**config.mk**
```make
export PLATFORM = sky130hd
export DESIGN_NAME = sde_div
export DESIGN_NICKNAME = d
export VERILOG_FILES = /design/src/hdl/sde_pkg.sv /design/src/hdl/sde_div.sv
export SDC_FILE = /design/constraint.sdc
export NUM_CORES = 1
export LEC_CHECK = 0
export CORE_UTILIZATION = 45
export DETAILED_ROUTE_END_ITERATION = 7
export DONT_BUFFER_PORTS = 1
export PLACE_DENSITY = 0.59
export SLEW_MARGIN = 20
export SYNTH_ARGS = -nofsm -noshare
export SYNTH_HDL_FRONTEND = slang
export SYNTH_SLANG_ARGS = --single-unit
```
**constraint.sdc**
```tcl
create_clock -name clk_i -period 3.65 [get_ports clk_i]
set_input_delay 0.5475 -clock clk_i [delete_from_list [all_inputs] [get_ports clk_i]]
set_output_delay 0.5475 -clock clk_i [all_outputs]
set_load 0.01 [all_outputs]
```
**src/hdl/sde_pkg.sv**
```systemverilog
`timescale 1ns / 1ps
// ----------------------------------------------------------------------------
// sde_pkg: shared types and constants of the savgol derivative estimator
// widths, scale constants, weight tables and the divider request/response
// ----------------------------------------------------------------------------
package sde_pkg;

  localparam int WINDOW   = 9;
  localparam int POS_W    = $clog2(WINDOW);
  localparam int SAMPLE_W = 20;
  localparam int TIME_W   = 32;
  localparam int SLOPE_W  = 32;
  localparam int CURV_W   = 40;

  // weight widths, signed
  localparam int W1_W = 4;
  localparam int W2_W = 6;

  // sum of |first weights| is 20, of |second weights| is 140
  localparam int S1_W = SAMPLE_W + 6;
  localparam int S2_W = SAMPLE_W + 9;
  localparam int M1_W = S1_W - 1;
  localparam int M2_W = S2_W - 1;

  // 400000 = 3125 << 7, 32e12 = 5^12 << 17
  localparam int K1    = 3125;
  localparam int K1_W  = 12;
  localparam int K1_SH = 7;
  localparam int K2    = 244140625;
  localparam int K2_W  = 28;
  localparam int K2_SH = 17;
  localparam int SLOPE_DIV = 3;
  localparam int CURV_DIV  = 231;
  localparam int CURV_DIV_W = 8;

  localparam int N1_W   = M1_W + K1_W + K1_SH;
  localparam int N2_W   = M2_W + K2_W + K2_SH;
  localparam int NUM_W  = (N1_W > N2_W) ? N1_W : N2_W;
  localparam int DEN1_W = TIME_W + 2;
  localparam int SQ_W   = 2 * TIME_W;
  localparam int DEN_W  = SQ_W + CURV_DIV_W;
  localparam int CNT_W  = $clog2(NUM_W + 1);

  localparam int SPAN_MIN = 800;
  localparam int SPAN_DEF = 4000;

  localparam logic [SLOPE_W-1:0] SLOPE_MAX = {1'b0, {(SLOPE_W-1){1'b1}}};
  localparam logic [SLOPE_W-1:0] SLOPE_MIN = {1'b1, {(SLOPE_W-1){1'b0}}};
  localparam logic [CURV_W-1:0]  CURV_MAX  = {1'b0, {(CURV_W-1){1'b1}}};
  localparam logic [CURV_W-1:0]  CURV_MIN  = {1'b1, {(CURV_W-1){1'b0}}};

  // input queue
  localparam int QDEPTH = 2;
  localparam int QPTR_W = $clog2(QDEPTH);
  localparam int QCNT_W = $clog2(QDEPTH + 1);

  typedef struct packed {
    logic                       clr;
    logic signed [SAMPLE_W-1:0] pressure;
    logic [TIME_W-1:0]          time_us;
  } item_t;

  typedef struct packed {
    logic             start;
    logic [NUM_W-1:0] num;
    logic [DEN_W-1:0] den;
  } div_req_t;

  typedef struct packed {
    logic             done;
    logic [NUM_W-1:0] quo;
  } div_rsp_t;

  // first derivative weights, oldest to newest
  function automatic logic signed [W1_W-1:0] w_first(input logic [POS_W-1:0] k);
    logic signed [W1_W-1:0] w;
    unique case (k)
      4'd0:    w = -4'sd4;
      4'd1:    w = -4'sd3;
      4'd2:    w = -4'sd2;
      4'd3:    w = -4'sd1;
      4'd4:    w = 4'sd0;
      4'd5:    w = 4'sd1;
      4'd6:    w = 4'sd2;
      4'd7:    w = 4'sd3;
      4'd8:    w = 4'sd4;
      default: w = 4'sd0;
    endcase
    return w;
  endfunction

  // second derivative weights, oldest to newest
  function automatic logic signed [W2_W-1:0] w_second(input logic [POS_W-1:0] k);
    logic signed [W2_W-1:0] w;
    unique case (k)
      4'd0:    w = 6'sd28;
      4'd1:    w = 6'sd7;
      4'd2:    w = -6'sd8;
      4'd3:    w = -6'sd17;
      4'd4:    w = -6'sd20;
      4'd5:    w = -6'sd17;
      4'd6:    w = -6'sd8;
      4'd7:    w = 6'sd7;
      4'd8:    w = 6'sd28;
      default: w = 6'sd0;
    endcase
    return w;
  endfunction

endpackage

```
**src/hdl/sde_div.sv**
```systemverilog
`timescale 1ns / 1ps
// ----------------------------------------------------------------------------
// sde_div: shared restoring divider
// unsigned quotient of a NUM_W-bit numerator by a DEN_W-bit divisor,
// one quotient bit per cycle
// ----------------------------------------------------------------------------
module sde_div import sde_pkg::*; (
  input  logic     clk_i,
  input  logic     rst_ni,
  input  div_req_t req_i,
  output div_rsp_t rsp_o
);

  logic             busy_q, done_q;
  logic [CNT_W-1:0] cnt_q;
  logic [NUM_W-1:0] acc_q;
  logic [DEN_W-1:0] rem_q, den_q;
  logic [DEN_W:0]   trial, diff;
  logic             ge;

  // numerator bits shift out of acc_q as quotient bits shift in
  assign trial = {rem_q, acc_q[NUM_W-1]};
  assign diff  = trial - {1'b0, den_q};
  assign ge    = (trial >= {1'b0, den_q});

  assign rsp_o.done = done_q;
  assign rsp_o.quo  = acc_q;

  always_ff @(posedge clk_i or negedge rst_ni) begin
    if (!rst_ni) begin
      busy_q <= 1'b0;
      done_q <= 1'b0;
      cnt_q  <= '0;
    end else begin
      done_q <= 1'b0;
      if (req_i.start) begin
        busy_q <= 1'b1;
        cnt_q  <= CNT_W'(NUM_W);
      end else if (busy_q) begin
        cnt_q <= cnt_q - 1'b1;
        if (cnt_q == CNT_W'(1)) begin
          busy_q <= 1'b0;
          done_q <= 1'b1;
        end
      end
    end
  end

  always_ff @(posedge clk_i) begin
    if (req_i.start) begin
      acc_q <= req_i.num;
      rem_q <= '0;
      den_q <= req_i.den;
    end else if (busy_q) begin
      acc_q <= {acc_q[NUM_W-2:0], ge};
      rem_q <= ge ? diff[DEN_W-1:0] : trial[DEN_W-1:0];
    end
  end

  a_start_idle: assert property (@(posedge clk_i) disable iff (!rst_ni)
    req_i.start |-> !busy_q)
    else $error("divider started while busy");

  a_busy_cnt: assert property (@(posedge clk_i) disable iff (!rst_ni)
    busy_q |-> (cnt_q != '0 && cnt_q <= CNT_W'(NUM_W)))
    else $error("divider step count out of range");

  a_done_idle: assert property (@(posedge clk_i) disable iff (!rst_ni)
    done_q |-> !busy_q)
    else $error("divider done while still busy");

endmodule

```
==> results.cfg <==
[run_status]
status = completed

[pwr]
p_leak_uw = 0.006147
p_per_area_nw_per_um2 = 576.5
p_clk_share_pct = 30.0
vdd_drop_max_mv = 0.3806
seqPwrFrac_pct = 39.2
total_power_uw = 8531
switching_power_uw = 2849
combPwrFrac_pct = 30.9
p_sw_share_pct = 33.39
p_int_uw = 5682

[timing]
finalSetupViolations = 0
drv_slew = 0
max_freq_ghz = 0.2907
rsz0062_at_grt = no
worst_slew_pin_slew_ps = 706.7
fin_ws_ps = 209.6
fin_crit_sh_pct = 94.26
relSlewSlack_pct = 52.39
fin_skew_ps = 18.47
post-route-min-period_ps = 3440
finalHoldViolCount = 0

[drt]
ant_nets = 0
wl_um = 33330
dr_total_vias = 10118
initialDrtViolationCount = 585
route.met3.wl_um = 2210
maxUsedRoutingLayer = met5
route.detailed.drc = 0
met2_length_um = 15490
viasPerCell = 5.713
firstDrtPassIters = 5
wire_per_inst_um = 18.82
wl_met1_um = 14840

[clocking]
clockBufferDepth = 3
root_buffer = clkbuf_16
cts_buffers = 26
postCtsSetupRepairBufs = 0
cts_tree = done
worstSkewPairLatency_ps = 550
cts-htree-levels = 1
clock_sinks = 226
clk_pin_slew_ps = 60

[global_routing]
grt_pass1_vias = 9963
grt_overflow_total = 0
antenna_found_initial = 2
grt.total_usage_pct = 21.66
grt_max_degree = 217
grt_first_pass_wirelength_um = 53540

[finish]
fin_cells = 1771
final_cell_mix = edfxtp_1 (145), nor2_1 (135), a21oi_1 (127)
stdcell_area_um2 = 14800
multi_input_comb_area_um2 = 6766
register_area_um2 = 6025
drive_above_1_share_pct = 12.05
area_delta_synth_final_pct = 9.989
nNetsFinal = 1589
n_fill_cell = 2715
layout_commonest_cell = edfxtp_1

[floorplan]
core_um2 = 29090
ios = 222
die_w_um = 174.9
fp.dieArea_um2 = 30590
die_height_um = 174.9
rows = 62
start_util_pct = 46.25

[placed_design]
hpwlAfterDp_um = 24490
dpl_cell_area_um2 = 13890
placedCellCount = 1721
dp_slack_ps = -136.0
gp_congestion = 0.8982
io_buffers = 0

[job]
max-cap-violations = 0

[synthesis]
synth_edf_count = 145
synthFlopType = edfxtp_1
synthCells = 1384
postSynthAreaPerCell_um2 = 9.720
ys_ff_latch = 226
syn_area_um2 = 13450
yosys_warnings = 0
syn_nets = 1607
synth_cell_types = 68
async_reset_ff_share_pct = 3.982
yosysSeqAreaShare_pct = 44.75

[worst_hold_path]
hold_depth = 0
min_to = den_q[52]
min_path_type = in -> reg
min_from = req_i[52]

[setup_path]
critPathArrivalTime_ps = 3880
end_kind = flip-flop
crit_fanout = 4
worstSetupPathType = reg -> reg
reg2reg_from = den_q[4]
cp_data_required_time_ps = 4090
r2r_cells = 12
cp-start-kind = flip-flop
r2r_setup_slack_ps = 210
timing.rr.end = rem_q[71]
flip-flops by register name, indices dropped and copies added, names as in the netlist:
signal / count
busy_q: 1
cnt_q: 7
acc_q: 73
den_q: 72
done_q: 1
rem_q: 72
metrics by stage:
| stage | hold slack (ps) | utilization (%) | TNS (ps) |
|---|---|---|---|
| after floorplan | 251.9 | - | 0 |
| after global placement | 252.1 | 47.75 | -170.7 |
| after detailed placement | 252.1 | 47.75 | -136.0 |
| after CTS | 55.24 | 50.77 | 0 |
| after global routing | 62.33 | 50.86 | 0 |
| final | 89.89 | 50.86 | 0 |
worst max path at each step:
stage	from	to	slack [ps]	depth (start not counted)
global placement	den_q[4]	rem_q[71]	-170	12
finish	den_q[4]	rem_q[71]	210	12
detailed placement	den_q[4]	rem_q[71]	-140	12
global route	den_q[22]	rem_q[71]	10	12
CTS	den_q[4]	rem_q[71]	30	12
floorplan	req_i[145]	acc_q[0]	640	4
power by group through the flow:
stage	clock, µW	combinational, µW	sequential, µW
3_5_place_dp	0	2590	3390
2_1_floorplan	0	2040	3310
6_report	2560	2640	3340
3_3_place_gp	0	2580	3390
5_1_grt	2710	2940	3380
4_1_cts	2640	2620	3340
synth_stat cells (all sizes together), types with 43 or more instances:
| cell type | instances | area [µm²] |
|---|---|---|
| clkbuf | 57 | 215.2 |
| o21ai | 72 | 360.3 |
| ha | 74 | 925.9 |
| xnor2 | 43 | 376.6 |
| nand2 | 90 | 337.8 |
| edfxtp | 145 | 4354 |
| a21oi | 127 | 635.6 |
| mux2 | 72 | 810.8 |
| dfxtp | 72 | 1441 |
| a211oi | 54 | 410.4 |
| nor2 | 135 | 506.7 |
| inv | 98 | 367.9 |
layout make-up:
cell class	instances	area share [%]
Tap cell	384	3.247
Clock buffer	34	4.871
Multi-Input combinational cell	981	45.73
Clock inverter	14	0.9048
Antenna cell	1	0.01691
Sequential cell	226	40.72
Inverter	98	2.486
Timing Repair Buffer	33	2.029
logic make-up after synthesis:
logic type / synth area share (%)
multiplexers: 8.036
adder cells (fa/ha/maj): 7.031
AND/OR/NAND/NOR: 12.47
XOR/XNOR: 4.687
buffers and inverters: 5.236
AO/OA/AOI/OAI: 17.78
flip-flops: 44.75
critical path, cell delays in order, from the launching register on:
cell	delay, ps
edfxtp_1	320
inv_1	60
ha_1	350
nand2_1	120
a211o_1	280
a31oi_2	280
a211o_1	240
nand4b_1	270
a2111oi_2	490
o21ai_1	230
o31ai_2	330
nor3_1	90
a211o_1	270
per-layer routing:
layer  GRT usage [%]  up-vias
li1                -     4986
met1           28.76     4783
met2           35.83      307
met3           4.678       40
met4           5.362        2
met5               0        -
timing repair:
action                                 4_1_cts  5_1_grt
hold buffers                                 1        0
resized for setup                            3        5
setup endpoints to repair                    1       65
endpoints found under the hold margin        9        0
pin swaps                                    0        1
Power figures use the tool's default switching activity.
