## config.mk

```make
export PLATFORM = sky130hd
export DESIGN_NAME = sde_queue
export DESIGN_NICKNAME = d
export VERILOG_FILES = /design/src/hdl/sde_pkg.sv /design/src/hdl/sde_queue.sv
export SDC_FILE = /design/constraint.sdc
export NUM_CORES = 1
export LEC_CHECK = 0
export ABC_AREA = 1
export BUFFER_PORTS_ARGS = -buffer_cell sky130_fd_sc_hd__buf_2
export CELL_PAD_IN_SITES_DETAIL_PLACEMENT = 1
export CELL_PAD_IN_SITES_GLOBAL_PLACEMENT = 1
export CORE_MARGIN = 10
export CORE_UTILIZATION = 39
export DETAILED_ROUTE_END_ITERATION = 8
export HOLD_SLACK_MARGIN = 0.06
export PLACE_DENSITY = 0.84
export SETUP_SLACK_MARGIN = 0.2
export SYNTH_ARGS = -nofsm -noshare
export SYNTH_HDL_FRONTEND = slang
export SYNTH_SLANG_ARGS = --single-unit
```

## constraint.sdc

```tcl
create_clock -name clk_i -period 3.43 [get_ports clk_i]
set_clock_uncertainty 0.1 [all_clocks]
set_input_delay 0.343 -clock clk_i [delete_from_list [all_inputs] [get_ports clk_i]]
set_output_delay 0.343 -clock clk_i [all_outputs]
set_load 0.01 [all_outputs]
```

## src/hdl/sde_pkg.sv

```systemverilog
`timescale 1ns / 1ps
// ----------------------------------------------------------------------------
// sde_pkg: shared types and constants of the savgol derivative estimator
// widths, scale constants, weight tables and the divider request/response
// ----------------------------------------------------------------------------
package sde_pkg;

  localparam int WINDOW   = 9;
  localparam int POS_W    = $clog2(WINDOW);
  localparam int SAMPLE_W = 20;
  localparam int TIME_W   = 32;
  localparam int SLOPE_W  = 32;
  localparam int CURV_W   = 40;

  // weight widths, signed
  localparam int W1_W = 4;
  localparam int W2_W = 6;

  // sum of |first weights| is 20, of |second weights| is 140
  localparam int S1_W = SAMPLE_W + 6;
  localparam int S2_W = SAMPLE_W + 9;
  localparam int M1_W = S1_W - 1;
  localparam int M2_W = S2_W - 1;

  // 400000 = 3125 << 7, 32e12 = 5^12 << 17
  localparam int K1    = 3125;
  localparam int K1_W  = 12;
  localparam int K1_SH = 7;
  localparam int K2    = 244140625;
  localparam int K2_W  = 28;
  localparam int K2_SH = 17;
  localparam int SLOPE_DIV = 3;
  localparam int CURV_DIV  = 231;
  localparam int CURV_DIV_W = 8;

  localparam int N1_W   = M1_W + K1_W + K1_SH;
  localparam int N2_W   = M2_W + K2_W + K2_SH;
  localparam int NUM_W  = (N1_W > N2_W) ? N1_W : N2_W;
  localparam int DEN1_W = TIME_W + 2;
  localparam int SQ_W   = 2 * TIME_W;
  localparam int DEN_W  = SQ_W + CURV_DIV_W;
  localparam int CNT_W  = $clog2(NUM_W + 1);

  localparam int SPAN_MIN = 800;
  localparam int SPAN_DEF = 4000;

  localparam logic [SLOPE_W-1:0] SLOPE_MAX = {1'b0, {(SLOPE_W-1){1'b1}}};
  localparam logic [SLOPE_W-1:0] SLOPE_MIN = {1'b1, {(SLOPE_W-1){1'b0}}};
  localparam logic [CURV_W-1:0]  CURV_MAX  = {1'b0, {(CURV_W-1){1'b1}}};
  localparam logic [CURV_W-1:0]  CURV_MIN  = {1'b1, {(CURV_W-1){1'b0}}};

  // input queue
  localparam int QDEPTH = 2;
  localparam int QPTR_W = $clog2(QDEPTH);
  localparam int QCNT_W = $clog2(QDEPTH + 1);

  typedef struct packed {
    logic                       clr;
    logic signed [SAMPLE_W-1:0] pressure;
    logic [TIME_W-1:0]          time_us;
  } item_t;

  typedef struct packed {
    logic             start;
    logic [NUM_W-1:0] num;
    logic [DEN_W-1:0] den;
  } div_req_t;

  typedef struct packed {
    logic             done;
    logic [NUM_W-1:0] quo;
  } div_rsp_t;

  // first derivative weights, oldest to newest
  function automatic logic signed [W1_W-1:0] w_first(input logic [POS_W-1:0] k);
    logic signed [W1_W-1:0] w;
    unique case (k)
      4'd0:    w = -4'sd4;
      4'd1:    w = -4'sd3;
      4'd2:    w = -4'sd2;
      4'd3:    w = -4'sd1;
      4'd4:    w = 4'sd0;
      4'd5:    w = 4'sd1;
      4'd6:    w = 4'sd2;
      4'd7:    w = 4'sd3;
      4'd8:    w = 4'sd4;
      default: w = 4'sd0;
    endcase
    return w;
  endfunction

  // second derivative weights, oldest to newest
  function automatic logic signed [W2_W-1:0] w_second(input logic [POS_W-1:0] k);
    logic signed [W2_W-1:0] w;
    unique case (k)
      4'd0:    w = 6'sd28;
      4'd1:    w = 6'sd7;
      4'd2:    w = -6'sd8;
      4'd3:    w = -6'sd17;
      4'd4:    w = -6'sd20;
      4'd5:    w = -6'sd17;
      4'd6:    w = -6'sd8;
      4'd7:    w = 6'sd7;
      4'd8:    w = 6'sd28;
      default: w = 6'sd0;
    endcase
    return w;
  endfunction

endpackage

```

## src/hdl/sde_queue.sv

```systemverilog
`timescale 1ns / 1ps
// ----------------------------------------------------------------------------
// sde_queue: input front end
// takes words from the input channel, tags clear words, and holds them in a
// short queue until the back end takes them
// ----------------------------------------------------------------------------
module sde_queue import sde_pkg::*; (
  input  logic                       clk_i,
  input  logic                       rst_ni,
  input  logic                       in_valid_i,
  output logic                       in_stall_o,
  input  logic                       kind_i,
  input  logic signed [SAMPLE_W-1:0] pressure_i,
  input  logic [TIME_W-1:0]          time_us_i,
  input  logic                       pop_i,
  output logic                       item_valid_o,
  output item_t                      item_o
);

  item_t             mem_q [QDEPTH];
  logic [QPTR_W-1:0] wr_ptr_q, rd_ptr_q;
  logic [QCNT_W-1:0] cnt_q;
  logic              push, pop;
  item_t             in_item;

  assign in_stall_o   = (cnt_q == QCNT_W'(QDEPTH));
  assign item_valid_o = (cnt_q != '0);
  assign push         = in_valid_i && !in_stall_o;
  assign pop          = pop_i && item_valid_o;
  assign item_o       = mem_q[rd_ptr_q];

  always_comb begin
    in_item.clr      = kind_i;
    in_item.pressure = pressure_i;
    in_item.time_us  = time_us_i;
  end

  always_ff @(posedge clk_i or negedge rst_ni) begin
    if (!rst_ni) begin
      wr_ptr_q <= '0;
      rd_ptr_q <= '0;
      cnt_q    <= '0;
    end else begin
      if (push) begin
        wr_ptr_q <= (wr_ptr_q == QPTR_W'(QDEPTH - 1)) ? '0 : wr_ptr_q + 1'b1;
      end
      if (pop) begin
        rd_ptr_q <= (rd_ptr_q == QPTR_W'(QDEPTH - 1)) ? '0 : rd_ptr_q + 1'b1;
      end
      unique case ({push, pop})
        2'b10:   cnt_q <= cnt_q + 1'b1;
        2'b01:   cnt_q <= cnt_q - 1'b1;
        default: cnt_q <= cnt_q;
      endcase
    end
  end

  always_ff @(posedge clk_i) begin
    if (push) begin
      mem_q[wr_ptr_q] <= in_item;
    end
  end

  a_cnt_bound: assert property (@(posedge clk_i) disable iff (!rst_ni)
    cnt_q <= QCNT_W'(QDEPTH))
    else $error("queue level above depth");

  a_pop_has_item: assert property (@(posedge clk_i) disable iff (!rst_ni)
    pop_i |-> item_valid_o)
    else $error("back end popped an empty queue");

  a_cnt_inc: assert property (@(posedge clk_i) disable iff (!rst_ni)
    (push && !pop) |=> cnt_q == $past(cnt_q) + 1'b1)
    else $error("queue level did not follow a push");

endmodule

```

==> metrics, run 1 <==
Final HPWL DP 7.05 mm; setup bufs post-CTS 0; clk slew on worst S/H paths 0.07 ns; non-filler cells, final 571; Sw Share 0.372; clk buf depth 2; Final period util 0.688; fin crit period 2.36 ns; post_cts resized 0; Yosys top cell by area edfxtp_1; outcome finished, final reports clean; setup TNS 0 ns; Critical Path End Type output pin; Inserted Diodes 0; core area 11600 sq um; post-synth cell types 18; net switching power 0.00179 W; Core Util, Final 0.485; clock network fraction of design power 0.208; RSZ-0062 raised after global routing false; measured slew at the worst slew-check pin 0.666 ns; critical path required time 2.99 ns; Hold Fails Final Rpt 0; sequential area share after synthesis 0.702; Clock Tree Root clkbuf_16; Starting Density 0.404; chip height 130 um; fill count 1182; Area after DPL 5310 sq um; Die W 130 um; DRT Pass-1 Iters 4; max cap viols 0; Worst setup SP type flip-flop; max-slew violations 0; initial antenna violation count 0; Crit Path Class flip-flop to output pin; compound-gate portion of the synthesized area 0.00187; Initial DRC Count 107; share of layout cells above drive strength 1 0.556; Mapped Cells 308; Multi-input gate area 1210 sq um; vias per cell 4.62; # nets final 481; GRT Resource Usage Total 0.114; Adder-Cell Fraction of Synth Area 0.00268; top cells by area, synth edfxtp_1 68%, nand2_4 12%, nand2_2 6.8%; FF+latch count, synth 110; slew margin rel. 0.555; xor-xnor portion of the synthesized cell area 0.00187; largest family of logic cells by synthesized area simple AND/OR/NAND/NOR gates; grt ovf 0; H-tree depth 3; Seq pwr share 0.425; vias in the first global route 2951; Num CTS Buffers 9; clock sink total 110; Syn Nets 366; Vias 2640; CTS tree done; P&R area growth vs syn 19.9%; min-delay worst type input port to flip-flop; routability congestion estimate 0.738; Hold Buf Count CTS 1; final WL 9.72 mm; Leak 2.42 nW; Peak Freq 424 MHz; mux share of post-synthesis cell area 0; Sequential Area 3280 sq um; Site Rows 39; Finished Cell Area 5610 sq um; largest net degree at the start of global routing 55; combinational fraction of design power 0.367; DP Cell Count 554; internal cell power 0.00302 W; critical path data arrival time 1.92 ns; final worst slack 1.07 ns; first-pass GRT wire length 14.8 mm; antenna-violating nets left 0; Yosys top cell area share 0.681; # setup viols final 0; VDD IR max 0.000442 V; Avg Cell Area, Syn 15.2 sq um; simple-gate portion of the synthesized area 0.250; die area 16800 sq um; Routed WL per cell 17.0 um; Ports 112; total number of yosys warnings 0; Skew-Pair Late Insertion Delay 0.33 ns; DP Worst Slack 1.24 ns; Pwr Density 859 nW/um^2; IO buf count 111; post-synthesis cell area 4680 sq um; DRC Markers 0; crit path max fanout 29
-- worst paths after layout --
path / start / to / slack [ns] / cells after the start
hold / removal: time_us_i[10] / mem_q[0][10] / 0.09 / 1
max in group asynchronous: rst_ni / rd_ptr_q / 2.85 / 2
hold reg to reg: cnt_q[1] / cnt_q[1] / 0.38 / 2
min in group asynchronous: rst_ni / wr_ptr_q / 0.24 / 2
setup / recovery: rd_ptr_q / item_o[5] / 1.07 / 4
setup reg to reg: cnt_q[1] / mem_q[0][5] / 1.27 / 6
-- kinds of logic after synthesis --
logic type,after synthesis
AND/OR/NAND/NOR,175
flip-flops,110
AO/OA/AOI/OAI,1
buffers and inverters,20
adder cells (fa/ha/maj),1
XOR/XNOR,1
-- layout make-up --
class / count / area share
Sequential cell: 110 / 0.586
Clock buffer: 9 / 0.0402
Timing Repair Buffer: 115 / 0.107
Clock inverter: 7 / 0.0116
Tap cell: 143 / 0.0319
Multi-Input combinational cell: 178 / 0.215
Inverter: 9 / 0.00826
-- Yosys cell counts --
library cell,n
edfxtp_1,106
nand2_1,68
nand2_2,51
nand2_4,50
inv_1,6
buf_12,5
buf_4,5
dfrtp_1,4
nand3_1,3
inv_2,2
buf_6,1
ha_1,1
inv_12,1
nand4_1,1
nor2_1,1
nor2_2,1
o21ai_2,1
xnor2_1,1
-- power groups by stage --
stage / sequential (W) / clock [W] / combinational [W]
final: 0.00205 / 0.00100 / 0.00177
after detailed placement: 0.00208 / 0 / 0.00183
after global routing: 0.00208 / 0.00108 / 0.00197
after floorplan: 0.00200 / 0 / 0.00138
after CTS: 0.00206 / 0.00103 / 0.00183
after global placement: 0.00206 / 0 / 0.00176
-- per-layer routing --
metal	track usage	routed length, um	part of all wire
met5	0	0	0
met3	0.0314	572	0.059
met4	0.0443	170	0.017
met1	0.113	3580	0.37
met2	0.221	5410	0.56
-- registers in the layout, summed over array words and instances (netlist names) --
register and count:
rd_ptr_q 1, mem_q 106, cnt_q 2, wr_ptr_q 1
-- placed cells by master, fill, tap and decap left out, types with 2 or more instances in the layout --
cell | netlist | layout
nand2_1 | 68 | 68
nand2_2 | 51 | 51
inv_2 | 2 | 3
nand2_4 | 50 | 50
edfxtp_1 | 106 | 106
nand3_1 | 3 | 3
clkbuf_16 | 0 | 9
dfrtp_1 | 4 | 3
buf_4 | 5 | 2
inv_1 | 6 | 5
clkinv_2 | 0 | 3
buf_2 | 0 | 111
-- stage by stage --
stage          hold slack, ns  power [W]
3_3_place_gp           0.0539    0.00382
5_1_grt                0.0813    0.00513
3_5_place_dp           0.0573    0.00391
4_1_cts                0.0793    0.00492
6_report               0.0909    0.00482
2_1_floorplan         -0.0526    0.00339
-- critical path: stages, from the launching register on --
cell     delay (ns)
dfrtp_2        0.80
buf_4          0.43
nand2_1        0.13
nand2_2        0.08
buf_2          0.12
(Power assumes the default switching activity.)
==> run 2, diff against run 1 <==
Settings changed: CORE_UTILIZATION 39 to 43, PLACE_DENSITY 0.84 to 0.88.
Clock period 3.43 ns to 2.3 ns, I/O delays scaled along.
==> run 2 against run 1 <==
Against the previous run: combinational power increased by 62%; final cell count is 9.8% higher; utilization increased by 8.5 points; via count increased by 10%; largest cell class unchanged.
==> metrics, run 2 (synthesis results as in run 1) <==
Leak 2.63 nW; initial antenna violation count 2; clk buf depth 2; Sw Share 0.395; max-slew violations 0; worst-path cell chain buf_4 -> nand2_1 -> nand2_2 -> buf_2; chip height 124 um; slew margin rel. 0.712; IO buf count 111; clk slew on worst S/H paths 0.10 ns; Final HPWL DP 7.45 mm; CP delay by family, top flip-flops; H-tree depth 3; Peak Freq 499 MHz; critical path data arrival time 1.68 ns; crit path max fanout 18; Num CTS Buffers 9; grt ovf 0; most common cell after layout, fill and taps aside buf_2; GRT Resource Usage Total 0.144; # nets final 538; Crit Path Class flip-flop to output pin; Ports 112; fill count 1108; Skew-Pair Late Insertion Delay 0.36 ns; Final period util 0.872; critical path required time 1.97 ns; P&R area growth vs syn 31.0%; RSZ-0062 raised after global routing false; Starting Density 0.435; vias per cell 4.65; Die W 124 um; Critical Path End Type output pin; max cap viols 0; Clock Tree Root clkbuf_8; crit-path max cell delay 0.64 ns; routability congestion estimate 0.746; Initial DRC Count 86; Worst setup SP type flip-flop; die area 15400 sq um; Hold Fails Final Rpt 0; Multi-input gate area 1210 sq um; Pwr Density 1160 nW/um^2; first-pass GRT wire length 17.9 mm; clock network fraction of design power 0.166; CP Buf/Inv Count 2; DRT Pass-1 Iters 4; Worst path slowest cell dfrtp_4; worst hold slack 0.0958 ns; Seq pwr share 0.429; clock sink total 110; most frequent cells in the layout 111 x buf_2, 106 x edfxtp_1, 68 x nand2_1; core area 10700 sq um; final WL 11.4 mm; largest net degree at the start of global routing 55; internal cell power 0.00430 W; Largest Register mem_q; Vias 2917; min-delay worst type input port to async pin; Routed WL per cell 18.2 um; Site Rows 38; VDD IR max 0.000612 V; Largest regs mem_q: 106 flops, cnt_q: 2 flops; outcome finished, final reports clean; share of layout cells above drive strength 1 0.499; setup TNS 0 ns; vias in the first global route 3442; max FFs per register 106; fin crit period 2.01 ns; CTS tree done; combinational fraction of design power 0.405; net switching power 0.00280 W; Core Util, Final 0.570; DRC Markers 0; # setup viols final 0; measured slew at the worst slew-check pin 0.433 ns; Sequential Area 3290 sq um; antenna-violating nets left 0
run 2: changes by cell type in the layout (fill, tap and decap cells not counted), sizes merged:
cell	before	now
buf	114	116
diode	0	2
inv	9	10
dlygate4sd3	1	55
run 2: layout make-up:
class,count,share of cell area
Timing Repair inverter,1,0.00184
Clock buffer,9,0.0202
Multi-Input combinational cell,178,0.197
Timing Repair Buffer,171,0.191
Inverter,9,0.0104
Tap cell,140,0.0286
Sequential cell,110,0.537
Clock inverter,7,0.0133
Antenna cell,2,0.000817
run 2: path summary, 6_finish.rpt:
check,start,end,slack [ns],cells after the start
setup / recovery,rd_ptr_q,item_o[10],0.29,4
hold / removal,rst_ni,cnt_q[0],0.1,2
setup reg to reg,cnt_q[0],mem_q[0][9],0.42,5
hold reg to reg,cnt_q[1],cnt_q[1],0.41,2
max in group asynchronous,rst_ni,rd_ptr_q,1.85,2
min in group clk_i,in_valid_i,wr_ptr_q,0.13,4
run 2: worst register-to-register path: stages, from the launching register on:
cell and delay, ns:
dfrtp_1 0.48, nor2_2 0.17, inv_2 0.04, nand3_1 0.12
clkinvlp_4 0.39, buf_12 0.32
run 2: what timing repair did:
action                                  CTS  global route
hold buffers                             55             0
hold endpoints to repair                111             0
cloned                                    0             1
buffers inserted                          0             0
gates resized for setup                   0             4
endpoints found under the setup margin    1            46
run 2: metal layers:
layer	routed length, um	track usage
met1	4260	0.140
met2	6280	0.273
met3	572	0.0409
met4	282	0.0679
met5	0	0
run 2: per-stage QoR:
step | instances | area [sq um] | setup slack, ns | total power [W]
after floorplan | 308 | 4690 | 0.253 | 0.00505
after global placement | 553 | 5330 | 0.504 | 0.00572
after detailed placement | 553 | 5330 | 0.424 | 0.00589
after CTS | 624 | 6090 | 0.180 | 0.00715
after global routing | 627 | 6130 | 0.196 | 0.00755
final | 627 | 6130 | 0.295 | 0.00710
run 2: power by group through the flow:
stage                     Sequential (W)  Combinational (W)  Clock [W]
after floorplan                  0.00298            0.00208          0
after global placement           0.00302            0.00270          0
after detailed placement         0.00307            0.00283          0
after CTS                        0.00302            0.00290    0.00122
after global routing             0.00309            0.00317    0.00129
final                            0.00305            0.00287    0.00118
